## config.mk

```make
export PLATFORM = sky130hd
export DESIGN_NAME = ukrt_cell
export DESIGN_NICKNAME = d
export VERILOG_FILES = /design/src/rtl/ukrt_pkg.sv /design/src/rtl/ukrt_cell.sv
export SDC_FILE = /design/constraint.sdc
export NUM_CORES = 1
export LEC_CHECK = 0
export ABC_AREA = 1
export BUFFER_PORTS_ARGS = -buffer_cell sky130_fd_sc_hd__buf_4
export CORE_AREA = 5 5 196 198
export DETAILED_ROUTE_END_ITERATION = 6
export DIE_AREA = 0 0 201 203
export HOLD_SLACK_MARGIN = 0.03
export SLEW_MARGIN = 20
export SYNTH_ARGS = -nofsm -noshare
export SYNTH_HDL_FRONTEND = slang
export SYNTH_SLANG_ARGS = --single-unit
```

## constraint.sdc

```tcl
create_clock -name i_clk -period 0.8 [get_ports i_clk]
set_input_delay 0.04 -clock i_clk [delete_from_list [all_inputs] [get_ports i_clk]]
set_output_delay 0.04 -clock i_clk [all_outputs]
set_load 0.02 [all_outputs]
```

## src/rtl/ukrt_pkg.sv

```systemverilog
// Shared types, sizes and codes of the unique-key record table.
package ukrt_pkg;

    localparam int ENTRIES   = 16;
    localparam int WORD_BITS = 64;
    localparam int IDX_W     = $clog2(ENTRIES);
    localparam int CNT_W     = $clog2(ENTRIES + 1);
    localparam int FIELD_W   = 64;
    localparam int SLOT_W    = 4;
    localparam int LIVE_W    = 5;

    typedef logic [WORD_BITS-1:0] t_word;

    typedef struct packed {
        t_word key;
        t_word name;
        t_word phone;
        t_word address;
    } t_rec;

    typedef enum logic [1:0] {
        CMD_INSERT = 2'd0,
        CMD_REMOVE = 2'd1,
        CMD_LOOKUP = 2'd2,
        CMD_UPDATE = 2'd3
    } t_cmd;

    typedef enum logic [1:0] {
        FLD_NONE    = 2'd0,
        FLD_NAME    = 2'd1,
        FLD_PHONE   = 2'd2,
        FLD_ADDRESS = 2'd3
    } t_field;

    typedef enum logic [1:0] {
        STAT_OK        = 2'd0,
        STAT_DUP       = 2'd1,
        STAT_NOT_FOUND = 2'd2,
        STAT_FULL      = 2'd3
    } t_status;

    typedef struct packed {
        t_cmd               cmd;
        logic [FIELD_W-1:0] key;
        logic [FIELD_W-1:0] name_word;
        logic [FIELD_W-1:0] phone_word;
        logic [FIELD_W-1:0] address_word;
        t_field             field_select;
    } t_in_word;

    typedef struct packed {
        t_status            status;
        logic [SLOT_W-1:0]  slot_index;
        logic [LIVE_W-1:0]  live_count;
        logic [FIELD_W-1:0] rec_key;
        logic [FIELD_W-1:0] rec_name;
        logic [FIELD_W-1:0] rec_phone;
        logic [FIELD_W-1:0] rec_address;
    } t_out_word;

    // Ring control: shift enable and the record entering the tail cell.
    typedef struct packed {
        logic shift;
        t_rec tail;
    } t_ring_ctl;

    typedef enum logic [3:0] {
        ST_IDLE = 4'b0001,
        ST_SCAN = 4'b0010,
        ST_FIX  = 4'b0100,
        ST_PUSH = 4'b1000
    } t_state;

endpackage

```

## src/rtl/ukrt_cell.sv

```systemverilog
// One record cell of the rotating table ring.
module ukrt_cell (
    input  logic          i_clk,
    input  logic          i_shift,
    input  ukrt_pkg::t_rec i_rec,
    output ukrt_pkg::t_rec o_rec
);
    import ukrt_pkg::*;

    t_rec r_rec;

    always_ff @(posedge i_clk) begin
        if (i_shift) begin
            r_rec <= i_rec;
        end
    end

    assign o_rec = r_rec;

endmodule

```

* After elaboration in Yosys (flattened, before gate mapping)
Cells that the tools add are included.
Storage, ports and cells: register bits after elaboration 256, input bits 258, output and inout port bits 256, word-level logic and storage cells 4

* Logic depth before layout (Yosys ltp)
Gate-level depths: netlist (run 1).
depth after elaboration 0, depth in mapped cells 0, mapped depth without buffers 0

* Least setup slack after synthesis (run 1)
OpenSTA, ideal clock, no wires.
path type register -> output, start register r_rec (netlist bit o_rec[0]), end output o_rec[0] in the netlist's numbering, arrival time 0.449 ns, required time 0.760 ns, slack 0.311 ns, stages on the path, launching flop included 1, buffers on the path 0, cells stage by stage edfxtp_1
RTL lines:
- start: declaration | line ukrt_cell.sv:10 | t_rec r_rec;
- start signal: assignment | line ukrt_cell.sv:14 | r_rec <= i_rec;
- end: declaration | line ukrt_cell.sv:6 | output ukrt_pkg::t_rec o_rec
No word-level cell between the ends.

* Worst setup path after layout (run 1)
start register r_rec (netlist bit o_rec[55]), end output o_rec[55] in the netlist's numbering
No word-level cell between the ends.

==> results of run 1 <==
==> layer usage <==
metal	GRT usage (%)	wire length, um	part of all wire [%]
met5	0	0	0
met4	3.42	687	2.4
met3	5.62	2850	10
met2	25.5	15600	55
met1	13.1	9410	33
==> kinds of logic after synthesis <==
family,Yosys count
DFF,256
==> layout by cell type (no fill, tap or decap) <==
cell type | netlist | final
clkinv_1 | 0 | 9
buf_8 | 0 | 1
buf_4 | 0 | 283
diode_2 | 0 | 1
dlymetal6s4s_1 | 0 | 1
dlygate4sd3_1 | 0 | 257
clkinv_2 | 0 | 1
clkbuf_16 | 0 | 27
clkbuf_1 | 0 | 7
bufinv_16 | 0 | 1
buf_12 | 0 | 8
edfxtp_1 | 256 | 256
buf_6 | 0 | 257
==> how the worst min path moves through the flow <==
stage               start    endpoint  slack [ns]  cells after the start
2_1_floorplan    i_rec[0]    o_rec[0]        0.14                      0
3_3_place_gp   i_rec[122]  o_rec[122]        0.22                      1
3_5_place_dp   i_rec[155]  o_rec[155]        0.22                      1
4_1_cts         i_rec[30]   o_rec[30]        0.19                      2
5_1_grt        i_rec[117]  o_rec[117]        0.20                      2
6_report        i_rec[95]   o_rec[95]        0.23                      2
==> area by class of cell <==
cell class / count / area, um^2 / share of cell area (%)
diodes: 1 / 2.50 / 0.0149
clock inverters: 11 / 68.8 / 0.409
flip-flops and latches: 256 / 7690 / 45.7
well taps: 468 / 586 / 3.48
repair buffers: 807 / 7780 / 46.2
clock buffers: 34 / 702 / 4.17
==> synthesized netlist by cell type <==
library cell | n | area, um^2
edfxtp_1 | 256 | 7690
==> what timing repair did <==
action,in CTS,in global routing
endpoints found under the hold margin,273,0
hold buffers,258,0
gates resized for setup,252,6
setup endpoints to repair,256,512
setup buffers,0,0
==> power by group <==
part	switching (mW)	internal, mW	total, mW	leakage [nW]
sequential	0.530	16.0	16.5	2.51
combinational	2.63	3.60	6.23	4.08
clock	4.64	6.42	11.1	0.373
total	7.80	26.0	33.8	6.96
==> flow_summary.ini, run 1 <==
[clock_tree]
cts_sinks = 256
cts.clk_slew.worst_paths_ns = 0.06
clk_path_buf_depth = 3
cts_tree = yes
cts_buffers = 26
cts_root_buf = clkbuf_16
htree_num_levels = 1

[worst_setup_path]
crit_slowest_cell = edfxtp_1
cp_data_arrival_time_ns = 1.12
cp-start-kind = flop
critPathMaxFanout = 1
worstSetupStartpoint = o_rec[55]
cp-end-kind = output port
crit_end = o_rec[55]
path_buf_inv = 1
critPathKind = flop to output port
slowest_delay_ns = 0.44
path_cells = buf_6
crit_family = flip-flops
critPathRequiredTime_ns = 0.76
crit_cells = 1

[grt]
antenna_found_initial = 1
grt_usage_pct = 13.3
grt_first_pass_wirelength_um = 42000
overflow = 0
grt_pass1_vias = 6848
grt_max_degree = 26

[sta]
setup_viol = 265
rsz0062_at_grt = yes
max_freq_mhz = 861
final_hold_viol_count = 0
worst_slew_pin_slew_ns = 0.328
slew_viol_final = 0
finalSetupTns_ns = -75.76
whs_ns = 0.228
setup_ws_ns = -0.361
slew_headroom_pct = 78.1
period_share_pct = 145
final.min_clock_period_ns = 1.16

[synth]
post_synth.cell_area_avg_um2 = 30.0
muxShareOfSynthArea_pct = 0
synth_xor_xnor_area_share_pct = 0
yosys_register_bits = 256
syn_area_um2 = 7690
syn_nets = 514
syn_inst = 256
synth_compound_area_share_pct = 0
synth_fa_ha_area_share_pct = 0
synth_seq_area_share_pct = 100
yosys.cell_types.count = 1
synth-simple-area-share_pct = 0
yosysWarnings = 0

[placed_design]
place_congestion = 0.790
dpl.hpwl_um = 18700
port_buffers = 513
place_ws_ns = -0.0479
dpl-instance-area_um2 = 12500
post-place-cells = 1273

[drt]
antenna_left = 0
drt-pass1-iter-count = 6
drcViolationCount = 0
post_drt_wl_per_cell_um = 18.1
wirelength_um = 28600
drt-initial-drc-count = 178
via_per_inst = 3.75
vias = 5921

[floorplan]
die_w_um = 201
start_util_pct = 21.1
fp.dieArea_um2 = 40800
die_height_um = 203
num_io_pins = 514
std_cell_rows = 70
core_um2 = 36300

[finish]
drive_above_1_share_pct = 52.2
postLayoutCoreUtil_pct = 46.3
multi_input_gates = 0
final_area_um2 = 16800
fin_cells = 1577
final.fill_count = 2927
multi_input_area_um2 = 0
final_nets = 1349
syn2layout_area_growth_pct = 119
largest_reg_flops = 256

[run_status]
violations = setup timing
outcome = finished with violations

[job]
cap_violations = 0

[power]
p_leak_nw = 6.96
vdd_ir_drop_max_mv = 1.88
p_total_mw = 33.8
power_density_nw_per_um2 = 2010

[hold_path]
min_path_type = input pin to flop
Power figures use the tool's default switching activity.
==> run 2: changes to the inputs <==
--- a/config.mk
+++ b/config.mk
@@ -7,9 +7,9 @@
 export LEC_CHECK = 0
 export ABC_AREA = 1
 export BUFFER_PORTS_ARGS = -buffer_cell sky130_fd_sc_hd__buf_4
-export CORE_AREA = 5 5 196 198
+export CORE_AREA = 5 5 198 200
 export DETAILED_ROUTE_END_ITERATION = 6
-export DIE_AREA = 0 0 201 203
+export DIE_AREA = 0 0 203 205
 export HOLD_SLACK_MARGIN = 0.03
 export SLEW_MARGIN = 20
 export SYNTH_ARGS = -nofsm -noshare
==> run 2 against run 1 <==
Against the previous run:
- the run still ends with setup timing left
- wire length is 0.33% higher
- cell count is 0.89% lower
- global-route usage is 0.39 points lower
- clock power is 8% higher
- cell area is 0.99% lower
- die area is 2.0% higher
- non-clock buffer count is 25 lower
- sequential share of layout area is 0.46 points higher
- via count is 0.71% lower
- hold slack worse by 0.17 ns
- critical path type unchanged
- largest power group unchanged
==> flow_summary.ini, run 2 (synthesized netlist as in run 1, its figures left out) <==
[run_status]
outcome = finished with violations
violations = setup timing

[worst_setup_path]
cp-start-kind = flop
slowest_delay_ns = 0.43
path_buf_inv = 1
critPathKind = flop to output port
path_cells = buf_6
cp-end-kind = output port
cp_data_arrival_time_ns = 1.12
critPathMaxFanout = 1
crit_family = flip-flops
crit_slowest_cell = edfxtp_1
critPathRequiredTime_ns = 0.76

[drt]
vias = 5879
drcViolationCount = 0
post_drt_wl_per_cell_um = 18.3
via_per_inst = 3.76
drt-initial-drc-count = 206
antenna_left = 0
drt-pass1-iter-count = 4
wirelength_um = 28700

[job]
cap_violations = 0

[hold_path]
min_path_type = input pin to flop

[power]
p_switching_mw = 7.99
power_density_nw_per_um2 = 2080
p_seq_share_pct = 47.7
p_leak_nw = 6.86
p_sw_share_pct = 23.1
clock_power_share_pct = 34.7
p_comb_share_pct = 17.6
internal_power_mw = 26.6
vdd_ir_drop_max_mv = 1.48

[finish]
final.fill_count = 3126
syn2layout_area_growth_pct = 117
multi_input_area_um2 = 0
drive_above_1_share_pct = 51.2
largest_reg_flops = 256
final_nets = 1325
layout_commonest_cell = buf_4
multi_input_gates = 0
fin_cells = 1563
layout_common_cells = 262 x buf_4, 258 x buf_6, 257 x dlygate4sd3_1

[grt]
grt_max_degree = 55
grt_usage_pct = 12.9
grt_first_pass_wirelength_um = 41100
overflow = 0
grt_pass1_vias = 6749
antenna_found_initial = 5

[floorplan]
std_cell_rows = 71
start_util_pct = 20.7
die_height_um = 205
core_um2 = 37200
die_w_um = 203
num_io_pins = 514
fp.dieArea_um2 = 41600

[clock_tree]
cts_buffers = 27
clk_path_buf_depth = 3
htree_num_levels = 1
cts.clk_slew.worst_paths_ns = 0.06
cts_sinks = 256
cts_tree = yes
cts_root_buf = clkbuf_16
cts_setup_buffers = 0

[placed_design]
dpl.hpwl_um = 18400
post-place-cells = 1254
place_congestion = 0.808
port_buffers = 513
place_ws_ns = -0.116

[sta]
max_freq_mhz = 864
setup_viol = 256
setup_ws_ns = -0.357
slew_viol_final = 0
slew_headroom_pct = 80.4
final.min_clock_period_ns = 1.16
final_hold_viol_count = 0
period_share_pct = 145
worst_slew_pin_slew_ns = 0.294
rsz0062_at_grt = yes
-- run 2: timing repair --
item                                    4_1_cts  5_1_grt
endpoints found under the setup margin      256      279
endpoints found under the hold margin       262        0
hold buffers                                258        0
gates resized for setup                     251        8
-- run 2: area by class of cell --
class / instances / area [um^2] / area share (%)
Antenna cell: 2 / 5.00 / 0.0300
Clock buffer: 36 / 709 / 4.26
Clock inverter: 13 / 131 / 0.789
Sequential cell: 256 / 7690 / 46.1
Tap cell: 474 / 593 / 3.56
Timing Repair Buffer: 782 / 7530 / 45.2
-- run 2: final timing paths --
| path | from | endpoint | cells after the start |
|---|---|---|---|
| max | o_rec[245] | o_rec[245] | 1 |
| min | i_shift | o_rec[215] | 2 |
-- run 2: per-stage QoR --
stage | setup TNS [ns] | utilization (%) | power, mW | hold slack [ns] | instance area [um^2]
after floorplan | 0 | - | 17.9 | 0.139 | 7690
after global placement | -12.94 | 32.9 | 20.9 | 0.218 | 12300
after detailed placement | -16.78 | 32.9 | 20.9 | 0.219 | 12300
after CTS | -85.11 | 44.7 | 34.9 | 0.0363 | 16600
after global routing | -88.17 | 44.8 | 36.0 | 0.0486 | 16700
final | -76.26 | 44.8 | 34.6 | 0.0574 | 16700
-- run 2: routing by layer --
metal	part of all wire, %	GRT usage (%)	wire (um)
met1	35	14.1	10100
met2	53	23.4	15200
met3	8.7	4.16	2490
met4	3.1	4.73	880
met5	0.073	0	21
-- run 2: power by group through the flow --
stage	Sequential [mW]	Combinational, mW	Clock, mW
floorplan	17.9	0	0
global placement	16.5	4.36	0
detailed placement	16.5	4.39	0
CTS	16.5	6.06	12.4
global route	16.6	6.35	13.0
finish	16.5	6.09	12.0
==> run 3: changes to the inputs <==
==> constraint.sdc (replaced) <==
create_clock -name i_clk -period 1.34 [get_ports i_clk]
set_input_delay 0.067 -clock i_clk [delete_from_list [all_inputs] [get_ports i_clk]]
set_output_delay 0.067 -clock i_clk [all_outputs]
set_load 0.02 [all_outputs]
==> run 3 against run 2 <==
Against the previous run:
- the flow now finishes without violations
- via count is 1.0% lower
- wire length fell by 6.2%
- combinational power down 46%
- non-clock buffer count rose by 4
- count of clock-buffer cells in the layout fell by 2
- sequential share of layout area increased by 2.8 points
- sequential cell count did not move
- power fell by 42%
- die area unchanged
- hold slack better by 0.18 ns
- cell count grew 0.32%
- clock power down 42%
- critical path type unchanged
- largest cell class unchanged
- largest power group unchanged
==> flow_summary.ini, run 3 (synthesized netlist as in run 1, its figures left out) <==
[finish]
fin_cells = 1568
final_nets = 1330
syn2layout_area_growth_pct = 104
final.fill_count = 3214
largest_reg_flops = 256
multi_input_gates = 0
drive_above_1_share_pct = 52.1
multi_input_area_um2 = 0
postLayoutCoreUtil_pct = 42.2
final_area_um2 = 15700
regArea_um2 = 7690
layout_common_cells = 524 x buf_4, 257 x dlygate4sd3_1, 256 x edfxtp_1
layout_commonest_cell = buf_4

[worst_setup_path]
cp-start-kind = flop
critPathKind = flop to output port
crit_end = o_rec[159]
cp_data_arrival_time_ns = 1.15
critPathRequiredTime_ns = 1.27
crit_family = flip-flops
slowest_delay_ns = 0.42
worstSetupStartpoint = o_rec[159]
cp-end-kind = output port
crit_cells = 1
path_buf_inv = 1
crit_slowest_cell = edfxtp_1
critPathMaxFanout = 1
path_cells = buf_4

[sta]
setup_viol = 0
whs_ns = 0.234
final.min_clock_period_ns = 1.22
rsz0062_at_grt = no
slew_headroom_pct = 74.3
worst_slew_pin_slew_ns = 0.386
slew_viol_final = 0
period_share_pct = 91.0
max_freq_mhz = 820
final_hold_viol_count = 0
finalSetupTns_ns = 0

[drt]
drt-pass1-iter-count = 4
wirelength_um = 26900
drcViolationCount = 0
via_per_inst = 3.71
antenna_left = 0
vias = 5819
drt-initial-drc-count = 196
post_drt_wl_per_cell_um = 17.2

[grt]
grt_pass1_vias = 6588
grt_usage_pct = 12.1
grt_max_degree = 39
grt_first_pass_wirelength_um = 38900
overflow = 0
antenna_found_initial = 4

[run_status]
outcome = complete, no violations

[hold_path]
min_path_type = input pin to flop

[clock_tree]
cts_tree = yes
cts_sinks = 256
cts_setup_buffers = 0
cts_buffers = 28
htree_num_levels = 1
clk_path_buf_depth = 3
cts-resized-gates = 0
cts.clk_slew.worst_paths_ns = 0.06
cts_root_buf = clkbuf_16
holdBufCountCts = 257

[placed_design]
post-place-cells = 1259
dpl.hpwl_um = 18400
dpl-instance-area_um2 = 12300
place_congestion = 0.804
port_buffers = 513

[floorplan]
fp.dieArea_um2 = 41600
std_cell_rows = 71
num_io_pins = 514
die_w_um = 203
die_height_um = 205
start_util_pct = 20.7
core_um2 = 37200

[power]
power_density_nw_per_um2 = 1270
vdd_ir_drop_max_mv = 1.33
p_leak_nw = 6.56

[job]
cap_violations = 0
[run 3: cell count changes in the layout (fill, tap and decap cells not counted), moves of 3 or more]
| cell | previous run | this run |
|---|---|---|
| buf_6 | 258 | 0 |
| bufinv_16 | 3 | 0 |
| clkinv_2 | 3 | 9 |
| clkbuf_1 | 9 | 5 |
| buf_4 | 262 | 524 |
[run 3: area by class of cell]
| cell class | instances | share of cell area (%) |
|---|---|---|
| tap | 474 | 3.77 |
| clock inverter | 16 | 0.518 |
| antenna | 2 | 0.0319 |
| sequential | 256 | 48.9 |
| clock buffer | 34 | 4.74 |
| timing repair buffer | 786 | 42.0 |
[run 3: layer usage]
layer	global-route usage (%)	vias to the layer above	share of wire [%]
met5	0	-	0.10
met4	4.63	4	3.5
met3	4.10	66	9.2
met2	21.6	301	52
met1	13.4	2753	36
li1	-	2695	-
[run 3: through the flow]
stage | setup slack (ns) | total power [mW]
after floorplan | 0.824 | 10.7
after global placement | 0.269 | 12.5
after detailed placement | 0.252 | 12.5
after CTS | 0.0613 | 20.2
after global routing | 0.0619 | 20.7
final | 0.121 | 19.9
[run 3: how the worst min path moves through the flow]
stage	from	end	slack, ns	cells past startpoint
finish	i_rec[71]	o_rec[71]	0.23	2
global route	i_rec[179]	o_rec[179]	0.23	2
CTS	i_rec[175]	o_rec[175]	0.20	2
detailed placement	i_rec[72]	o_rec[72]	0.25	1
global placement	i_rec[72]	o_rec[72]	0.24	1
floorplan	i_rec[0]	o_rec[0]	0.17	0
[run 3: power by group]
group / internal, mW / leakage, nW / switching [mW]
combinational: 1.73 / 3.64 / 1.53
clock: 3.93 / 0.415 / 2.99
sequential: 9.53 / 2.51 / 0.198
total: 15.2 / 6.56 / 4.72
