### src/rtl/ukrt_pkg.sv
// Shared types, sizes and codes of the unique-key record table.
package ukrt_pkg;

    localparam int ENTRIES   = 16;
    localparam int WORD_BITS = 64;
    localparam int IDX_W     = $clog2(ENTRIES);
    localparam int CNT_W     = $clog2(ENTRIES + 1);
    localparam int FIELD_W   = 64;
    localparam int SLOT_W    = 4;
    localparam int LIVE_W    = 5;

    typedef logic [WORD_BITS-1:0] t_word;

    typedef struct packed {
        t_word key;
        t_word name;
        t_word phone;
        t_word address;
    } t_rec;

    typedef enum logic [1:0] {
        CMD_INSERT = 2'd0,
        CMD_REMOVE = 2'd1,
        CMD_LOOKUP = 2'd2,
        CMD_UPDATE = 2'd3
    } t_cmd;

    typedef enum logic [1:0] {
        FLD_NONE    = 2'd0,
        FLD_NAME    = 2'd1,
        FLD_PHONE   = 2'd2,
        FLD_ADDRESS = 2'd3
    } t_field;

    typedef enum logic [1:0] {
        STAT_OK        = 2'd0,
        STAT_DUP       = 2'd1,
        STAT_NOT_FOUND = 2'd2,
        STAT_FULL      = 2'd3
    } t_status;

    typedef struct packed {
        t_cmd               cmd;
        logic [FIELD_W-1:0] key;
        logic [FIELD_W-1:0] name_word;
        logic [FIELD_W-1:0] phone_word;
        logic [FIELD_W-1:0] address_word;
        t_field             field_select;
    } t_in_word;

    typedef struct packed {
        t_status            status;
        logic [SLOT_W-1:0]  slot_index;
        logic [LIVE_W-1:0]  live_count;
        logic [FIELD_W-1:0] rec_key;
        logic [FIELD_W-1:0] rec_name;
        logic [FIELD_W-1:0] rec_phone;
        logic [FIELD_W-1:0] rec_address;
    } t_out_word;

    // Ring control: shift enable and the record entering the tail cell.
    typedef struct packed {
        logic shift;
        t_rec tail;
    } t_ring_ctl;

    typedef enum logic [3:0] {
        ST_IDLE = 4'b0001,
        ST_SCAN = 4'b0010,
        ST_FIX  = 4'b0100,
        ST_PUSH = 4'b1000
    } t_state;

endpackage

### src/rtl/ukrt_ctrl.sv
// Sequencer that scans the record ring, applies commands and holds the result word.
module ukrt_ctrl (
    input  logic                i_clk,
    input  logic                i_rst_n,
    input  logic                i_in_valid,
    output logic                o_in_ready,
    input  ukrt_pkg::t_in_word  i_in_data,
    output logic                o_out_valid,
    input  logic                i_out_ready,
    output ukrt_pkg::t_out_word o_out_data,
    input  ukrt_pkg::t_rec      i_head,
    output ukrt_pkg::t_ring_ctl o_ctl
);
    import ukrt_pkg::*;

    t_state             r_state, n_state;
    logic [IDX_W-1:0]   r_step, n_step;
    logic [CNT_W-1:0]   r_count, n_count;
    t_cmd               r_cmd, n_cmd;
    t_field             r_sel, n_sel;
    t_rec               r_new, n_new;
    logic               r_found, n_found;
    logic               r_ins, n_ins;
    logic [IDX_W-1:0]   r_idx, n_idx;
    t_rec               r_rec, n_rec;
    t_rec               r_last, n_last;
    logic               r_out_valid, n_out_valid;
    t_out_word          r_out, n_out;

    logic               live;
    logic               hit;
    logic               step_last;
    logic               step_is_count;
    logic               step_is_tail;
    logic               push_load;
    t_rec               upd_rec;
    t_out_word          res;
    logic [CNT_W-1:0]   res_count;

    assign live          = CNT_W'(r_step) < r_count;
    assign hit           = live && (i_head.key == r_new.key) && !r_found;
    assign step_last     = r_step == IDX_W'(ENTRIES - 1);
    assign step_is_count = CNT_W'(r_step) == r_count;
    assign step_is_tail  = CNT_W'(r_step) == (r_count - CNT_W'(1));
    assign push_load     = (r_state == ST_PUSH) && (!r_out_valid || i_out_ready);

    always_comb begin
        upd_rec = i_head;
        case (r_sel)
            FLD_NAME:    upd_rec.name    = r_new.name;
            FLD_PHONE:   upd_rec.phone   = r_new.phone;
            FLD_ADDRESS: upd_rec.address = r_new.address;
            default:     upd_rec = i_head;
        endcase
    end

    always_comb begin
        res           = '0;
        res_count     = r_count;
        res.status    = STAT_OK;
        if (r_cmd == CMD_INSERT) begin
            if (r_found) begin
                res.status = STAT_DUP;
            end else if (r_ins) begin
                res_count = r_count + CNT_W'(1);
            end else begin
                res.status = STAT_FULL;
            end
        end else if (!r_found) begin
            res.status = STAT_NOT_FOUND;
        end else if (r_cmd == CMD_REMOVE) begin
            res_count = r_count - CNT_W'(1);
        end
        if (r_found || (r_cmd == CMD_INSERT && r_ins)) begin
            res.slot_index  = SLOT_W'(r_idx);
            res.rec_key     = FIELD_W'(r_rec.key);
            res.rec_name    = FIELD_W'(r_rec.name);
            res.rec_phone   = FIELD_W'(r_rec.phone);
            res.rec_address = FIELD_W'(r_rec.address);
        end
        res.live_count = LIVE_W'(res_count);
    end

    always_comb begin
        n_state     = r_state;
        n_step      = r_step;
        n_count     = r_count;
        n_cmd       = r_cmd;
        n_sel       = r_sel;
        n_new       = r_new;
        n_found     = r_found;
        n_ins       = r_ins;
        n_idx       = r_idx;
        n_rec       = r_rec;
        n_last      = r_last;
        n_out_valid = r_out_valid && !i_out_ready;
        n_out       = r_out;
        o_ctl.shift = 1'b0;
        o_ctl.tail  = i_head;

        unique case (r_state)
            ST_IDLE: begin
                if (i_in_valid) begin
                    n_cmd         = i_in_data.cmd;
                    n_sel         = i_in_data.field_select;
                    n_new.key     = WORD_BITS'(i_in_data.key);
                    n_new.name    = WORD_BITS'(i_in_data.name_word);
                    n_new.phone   = WORD_BITS'(i_in_data.phone_word);
                    n_new.address = WORD_BITS'(i_in_data.address_word);
                    n_step        = '0;
                    n_found       = 1'b0;
                    n_ins         = 1'b0;
                    n_idx         = '0;
                    n_state       = ST_SCAN;
                end
            end
            ST_SCAN: begin
                o_ctl.shift = 1'b1;
                n_step      = r_step + IDX_W'(1);
                if (hit) begin
                    n_found = 1'b1;
                    n_idx   = r_step;
                    n_rec   = i_head;
                end
                case (r_cmd)
                    CMD_INSERT: begin
                        if (step_is_count && !r_found) begin
                            o_ctl.tail = r_new;
                            n_rec      = r_new;
                            n_idx      = r_step;
                            n_ins      = 1'b1;
                        end
                    end
                    CMD_REMOVE: begin
                        if (step_is_tail) begin
                            n_last = i_head;
                        end
                    end
                    CMD_UPDATE: begin
                        if (hit) begin
                            o_ctl.tail = upd_rec;
                            n_rec      = upd_rec;
                        end
                    end
                    default: begin
                    end
                endcase
                if (step_last) begin
                    n_state = (r_cmd == CMD_REMOVE && n_found) ? ST_FIX : ST_PUSH;
                end
            end
            ST_FIX: begin
                o_ctl.shift = 1'b1;
                n_step      = r_step + IDX_W'(1);
                if (r_step == r_idx) begin
                    o_ctl.tail = r_last;
                end
                if (step_last) begin
                    n_state = ST_PUSH;
                end
            end
            ST_PUSH: begin
                if (push_load) begin
                    n_out       = res;
                    n_out_valid = 1'b1;
                    n_count     = res_count;
                    n_state     = ST_IDLE;
                end
            end
            default: n_state = ST_IDLE;
        endcase
    end

    always_ff @(posedge i_clk) begin
        if (!i_rst_n) begin
            r_state     <= ST_IDLE;
            r_count     <= '0;
            r_out_valid <= 1'b0;
            r_step      <= '0;
            r_found     <= 1'b0;
            r_ins       <= 1'b0;
        end else begin
            r_state     <= n_state;
            r_count     <= n_count;
            r_out_valid <= n_out_valid;
            r_step      <= n_step;
            r_found     <= n_found;
            r_ins       <= n_ins;
        end
    end

    always_ff @(posedge i_clk) begin
        r_cmd  <= n_cmd;
        r_sel  <= n_sel;
        r_new  <= n_new;
        r_idx  <= n_idx;
        r_rec  <= n_rec;
        r_last <= n_last;
        r_out  <= n_out;
    end

    assign o_in_ready  = r_state == ST_IDLE;
    assign o_out_valid = r_out_valid;
    assign o_out_data  = r_out;

    a_pass_end: assert property (@(posedge i_clk) disable iff (!i_rst_n)
        (r_state == ST_SCAN && step_last) |=> (r_state == ST_FIX || r_state == ST_PUSH))
        else $error("scan pass did not end after a full revolution");

    a_push_load: assert property (@(posedge i_clk) disable iff (!i_rst_n)
        push_load |=> (r_out_valid && r_state == ST_IDLE))
        else $error("result word not loaded from push state");

    a_count_hold: assert property (@(posedge i_clk) disable iff (!i_rst_n)
        !push_load |=> $stable(r_count))
        else $error("entry count changed outside result load");

    a_count_step: assert property (@(posedge i_clk) disable iff (!i_rst_n)
        push_load |=> (r_count == $past(r_count)
                       || r_count == $past(r_count) + CNT_W'(1)
                       || r_count == $past(r_count) - CNT_W'(1)))
        else $error("entry count moved by more than one");

endmodule

### config.mk
export PLATFORM = sky130hd
export DESIGN_NAME = ukrt_ctrl
export DESIGN_NICKNAME = d
export VERILOG_FILES = /design/src/rtl/ukrt_pkg.sv /design/src/rtl/ukrt_ctrl.sv
export SDC_FILE = /design/constraint.sdc
export NUM_CORES = 2
export LEC_CHECK = 0
export BUFFER_PORTS_ARGS = -buffer_cell sky130_fd_sc_hd__buf_2
export CORE_MARGIN = 2
export CORE_UTILIZATION = 30
export DETAILED_ROUTE_END_ITERATION = 10
export SLEW_MARGIN = 20
export SYNTH_ARGS = -nofsm -noshare
export SYNTH_HDL_FRONTEND = slang
export SYNTH_SLANG_ARGS = --single-unit
### constraint.sdc
create_clock -name i_clk -period 37.1 [get_ports i_clk]
set_input_delay 0 -clock i_clk [delete_from_list [all_inputs] [get_ports i_clk]]
set_output_delay 0 -clock i_clk [all_outputs]
set_load 0.005 [all_outputs]
Word level (Yosys, flattened, before mapping)
Index checks and enable logic that the tools add are counted.
Operators by class
  $add $sub $neg: 3
  order comparisons: 1
  equal/unequal tests: 20
  multiplexer cells: 42
  reduce and logical (&&, ||, !) cells: 23
Operator list (number)
  256-bit 2-to-1 mux: 5
  256-bit case mux with 2 select lines: 2
  257-bit case mux with 2 select lines: 1
  192-bit 2-to-1 mux: 1
  64-bit 2-to-1 mux: 3
  64-bit == test: 1
  4-bit 2-to-1 mux: 9
  5-bit 2-to-1 mux: 5
  4-bit case mux with 2 select lines: 2
  4-bit case mux with 4 select lines: 1
  2-bit != test (second input constant): 6
  4-bit by 5-bit == test with 1-bit output: 2
  4-bit == test (second input constant): 2
  2-bit 2-to-1 mux: 4
  2-bit AND reduction: 4
  4-bit AND reduction: 2
  1-bit logical AND: 7
  1-bit 2-to-1 mux: 7
  2-bit == test (second input constant): 3
  5-bit by 1-bit adder with 5-bit output (second input constant): 1
  4-bit by 5-bit < comparator with 1-bit output: 1
  5-bit by 1-bit subtractor with 5-bit output (second input constant): 1
  4-bit by 1-bit adder with 4-bit output (second input constant): 1
  2-bit by 1-bit == test with 1-bit output (second input constant): 2
  other kinds (11): 16
Word-level totals
  bits in registers: 1059
  bits of input ports: 520
  output and inout port bits: 526
  logic and storage cells: 117

Logic depth before layout (Yosys ltp)
  depth in word-level cells: 9
  depth in mapped cells: 13
  depth with buffers taken out: 9

Worst setup path after synthesis
OpenSTA, ideal clock, no wires.
  path kind: reg2reg
  from: reg r_state[3]
  to: reg r_last[0] (netlist bit) (enable)
  data arrival time: 17721 ps
  required time: 36223 ps
  setup slack: 18502 ps
  cell stages (with the launch flop): 7
  path buffers: 1
  clock period less this slack: 18598 ps
  cell sequence: dfxtp_1 -> or4b_2 -> clkbuf_1 -> inv_1 -> nand2_1 -> or4_1 -> nor2_1
On the way
  word-level cells in the longest chain between the ends: 2
Ends and longest elaborated chain
  from (decl): RTL line ukrt_ctrl.sv:16  | t_state r_state, n_state;
  from (signal assigned): RTL line ukrt_ctrl.sv:183  | r_state <= n_state;
  4-bit by 2-bit == test with 1-bit output: RTL line ukrt_ctrl.sv:101  | unique case (r_state)
  3-bit AND reduction (no line)
  to (signal assigned): RTL line ukrt_ctrl.sv:198  | r_last <= n_last;
  to (decl): RTL line ukrt_ctrl.sv:26  | t_rec r_last, n_last;
Every way passes these cells.
A chain may end at the register's enable or synchronous reset.

==> results.md <==
Power and ir drop:
- The ratio of total power to cell area is 40.7 mW/mm2.
- The part of the total power dissipated in sequential elements is 0.444.
- The internal portion of the total power is 2.31 mW.
- The clock share of power is 0.418.
- Summed over all nets, the switching power comes to 833 uW.
- For this design the static power due to leakage is 28.2 nW.
- The combinational cell fraction of total power is 0.139.
- VDD sags by at most 0.0387 mV.
- Of the total power, the share spent switching nets is 0.265.

Die:
- The region available for standard cell placement spans 0.185 mm2.
- In this run the vertical extent of the chip is 436 um.
- The initial core utilization is 0.302.
- The width of the die is 436 um.
- The total number of placement rows is 158.
- The die area is 0.190 mm2.
- During I/O placement, the number of pins put on the boundary was 1046.

Worst setup path:
- In this run the worst path has a maximum fanout of 48.
- The largest individual stage delay along the critical path comes from the cell sky130_fd_sc_hd__and4_4.
- The delay of the slowest cell on the worst path is 0.83 ns.
- The count of buffering cells on the critical path with inverters included is 3.
- STA classifies the critical path startpoint as a register.
- The worst setup path is captured at a primary output.
- The critical path is of the register to primary output type.
- For the worst setup path, the data required time is 37.10 ns.
- The signal arrival time at the worst endpoint is 6.28 ns.
- Among cell families on the critical path, the largest total delay comes from simple AND/OR/NAND/NOR gates.
- Traced cell by cell, the critical path runs through xnor2_1, o221ai_1, nor4_1, and4_4, buf_4, nand4_1, a21oi_4, buf_4, o221ai_1, buf_2.

Timing:
- The worst clock skew on the final layout is 0.0525 ns.
- The shortest clock period the worst path allows after layout is 6.28 ns.
- The worst slack on hold paths is 0.0660 ns.
- The total setup violations reported at the end of the flow is 0.
- After routing, the total negative slack on setup checks comes to 0 ns.
- For this run, the top clock speed supported by timing is 159 MHz.
- The final number of hold-violating endpoints is 0.
- The worst pin sits at a relative slew slack of 0.00715.
- In the finished design, the share of the clock period the worst path needs comes to 0.169.
- The final number of max-transition violations is 0.
- Setup repair after global routing left no endpoint under its margin.
- At the pin with the least slew margin, the transition time is 1.49 ns.

Detailed routing:
- The routed via count divided by cell count is 5.90.
- The number of antenna-violating nets in the routed design is 0.
- In the final routed layout, each cell accounts on average for 27.6 um.
- The number of detailed-routing iterations run before antenna repair is 9.
- After detailed routing, the number of remaining DRC violations is 0.
- The overall via count from detail_route is 56200.
- Wires add up to 263000 um.
- The number of DRC markers after the initial detailed-route iteration is 7542.

Job:
- The max capacitance violation total is 0.

Logic synthesis:
- The share of the Yosys chip area taken by registers is 0.566.
- Synthesis produced a netlist with a net count of 5692.
- The top flip-flop cell by instance count after synthesis is sky130_fd_sc_hd__edfxtp_1.
- The mapped netlist covers 0.0559 mm2.
- The count of warnings emitted by yosys is 0.
- Counting flops with a built-in enable in the synthesized netlist gives 1043.
- In this run, synthesis produced a sequential element count of 1059.
- The number of cells produced by synthesis is 5162.
- In this run the mean area of a mapped cell was 10.8 um2.
- Yosys mapped the design onto 58 distinct sky130hd cell types.
- The async set-reset flop share out of synthesis is 0.

Clock tree:
- The insertion delay to the later sink of the worst-skew pair is 0.79 ns.
- The clock slew at the register clock pins of the worst setup and hold paths is 0.06 ns.
- CTS saw 1059 sinks.
- Counting along the longest clock path gives a buffer depth of 3.
- The number of levels the H-tree was split into is 4.
- The tree is rooted in a sky130_fd_sc_hd__clkbuf_16.
- The post-CTS setup buffer count is 0.
- Buffers inserted during clock tree synthesis total 132.
- TritonCTS built the clock tree.

Placement:
- The global placement routability congestion is 0.908.
- During placement, the flow inserted port buffers numbering 1045.
- The HPWL reported at the end of detailed placement is 160000 um.

Layout:
- From synthesis to final layout, the design area changed by 38.1%.
- Summing all flip-flop and latch instances after layout gives 0.0316 mm2.
- The post-route core utilization is 0.417.
- At the end of the flow, the number of nets in the layout was 7422.
- Summing all multi-input logic gate instances after layout gives 0.0215 mm2.
- Fill cells in the final layout number 17400.
- Of the cells placed in the final design, the portion with a size suffix greater than 1 is 0.223.

Global routing:
- The first global-routing pass estimated 377000 um of wire.
- After global routing the overflow that remains totals 0.
- The number of global-route vias before repair is 54200.
- Entering global routing, the biggest net connects 154 pins.
- The initial antenna violation count was 53.
- The global routing usage summed across all routing layers is 0.263.

Worst hold path:
- The min-delay analysis places its worst path in the category input port to register.

Status:
- The run finished with clean final reports.
worst register-to-register path: cells and delay by family (launching register included):
| kind | cells | cell delay [ns] |
|---|---|---|
| buf+inv | 3 | 1.82 |
| compound gates | 3 | 0.67 |
| xor+xnor | 1 | 0.28 |
| flops | 1 | 0.47 |
| simple gates | 3 | 2.16 |
cells by family after synthesis:
kind of cell / share of synthesized area
simple gates: 0.0962
compound gates: 0.247
fa+ha+maj: 0.00224
buf+inv: 0.0510
xor+xnor: 0.0118
mux: 0.0251
flops: 0.566
flip-flops by register name (all words and copies together) (netlist names):
register,cells
r_state,4
r_count,5
r_last,256
r_step,4
r_new,256
r_ins,1
r_found,1
o_out_valid,1
r_idx,4
r_cmd,2
r_sel,2
o_out_data,267
r_rec,256
timing repair:
item,CTS,global route
hold endpoints to repair,792,0
hold buffers,970,0
resized for setup,0,0
cell usage after synthesis, drive strengths merged, types with 2 or more instances:
| library cell | count | area (um2) |
|---|---|---|
| nand4 | 16 | 100 |
| and3 | 2 | 12.5 |
| dfxtp | 16 | 320 |
| nor3 | 3 | 15.0 |
| or4b | 2 | 20.0 |
| a221oi | 2 | 17.5 |
| edfxtp | 1043 | 31300 |
| a32oi | 204 | 1790 |
| nand2 | 629 | 2360 |
| xnor2 | 42 | 368 |
| clkbuf | 400 | 1500 |
| o221ai | 321 | 2810 |
| a21boi | 5 | 37.5 |
| nor4 | 11 | 90.1 |
| a211o | 2 | 17.5 |
| a21oi | 121 | 613 |
| nor4b | 2 | 17.5 |
| a31o | 192 | 1680 |
| a31oi | 3 | 18.8 |
| nand2b | 2 | 12.5 |
| ha | 10 | 125 |
| and4 | 4 | 35.0 |
| a221o | 64 | 641 |
| o21a | 2 | 15.0 |
| nor2b | 218 | 1360 |
| o22ai | 54 | 338 |
| a211oi | 55 | 413 |
| and2 | 5 | 31.3 |
| buf | 106 | 591 |
| nand3 | 199 | 996 |
| a22oi | 192 | 1440 |
| nor2 | 71 | 283 |
| o21ai | 785 | 3930 |
| or4 | 2 | 18.8 |
| inv | 202 | 758 |
| xor2 | 33 | 289 |
| mux2i | 69 | 691 |
| mux2 | 63 | 709 |
stage by stage:
step	power [mW]	cells	area, um2	worst slack (ns)
after global placement	1.75	8266	63000	31.49
final	3.14	9524	77200	30.82
after floorplan	1.60	5162	55900	18.50
after global routing	3.23	9520	77200	30.63
after CTS	3.14	9473	77000	30.84
after detailed placement	1.75	8267	63000	31.52
per-layer routing:
layer	vias to the layer above	part of all wire	track usage
met5	-	0.000072	0
met4	4	0.064	0.156
met3	816	0.10	0.0574
met2	4162	0.46	0.418
met1	27500	0.37	0.328
li1	23700	-	-
cells in the final DEF, fill, tap and decap left out, drive strengths merged, types with 33 or more instances in the layout:
cell and n:
diode 50, a22oi 192, inv 209, xor2 33, buf 1132, mux2 63
dlygate4sd3 970, nand3 199, a21oi 121, a31o 192, nand2 629, xnor2 42
a221o 64, clkinv 51, mux2i 69, o21ai 785, nor2b 218, edfxtp 1043
a211oi 55, nor2 71, a32oi 204, o22ai 54, o221ai 321, clkbuf 162
worst paths after layout:
kind / slack, ns / depth (start not counted) / end / start
min reg2reg: 0.52 / 2 / r_state[1]$_SDFFE_PN0P_ / r_state[1]$_SDFFE_PN0P_
max reg2reg: 31.43 / 10 / r_rec[138]$_DFFE_PP_ / r_new[253]$_DFFE_PP_
max: 30.82 / 10 / o_ctl[134] / r_new[253]$_DFFE_PP_
min: 0.07 / 2 / r_last[159]$_DFFE_PP_ / i_head[159]
power groups by stage:
stage          clock (mW)  combinational (mW)  sequential [mW]
5_1_grt              1.37               0.460             1.40
3_3_place_gp            0               0.331             1.42
4_1_cts              1.33               0.425             1.39
3_5_place_dp            0               0.339             1.42
6_report             1.31               0.436             1.39
2_1_floorplan           0               0.189             1.41
area by class of cell:
cell class | count | area share
antenna | 50 | 0.00162
clock inverter | 74 | 0.0102
clock buffer | 162 | 0.0451
inverter | 202 | 0.0101
multi-input combinational | 3395 | 0.279
tap | 2480 | 0.0402
timing repair buffer | 2102 | 0.204
sequential | 1059 | 0.410
Note: power is estimated with default switching activity, not from simulation.
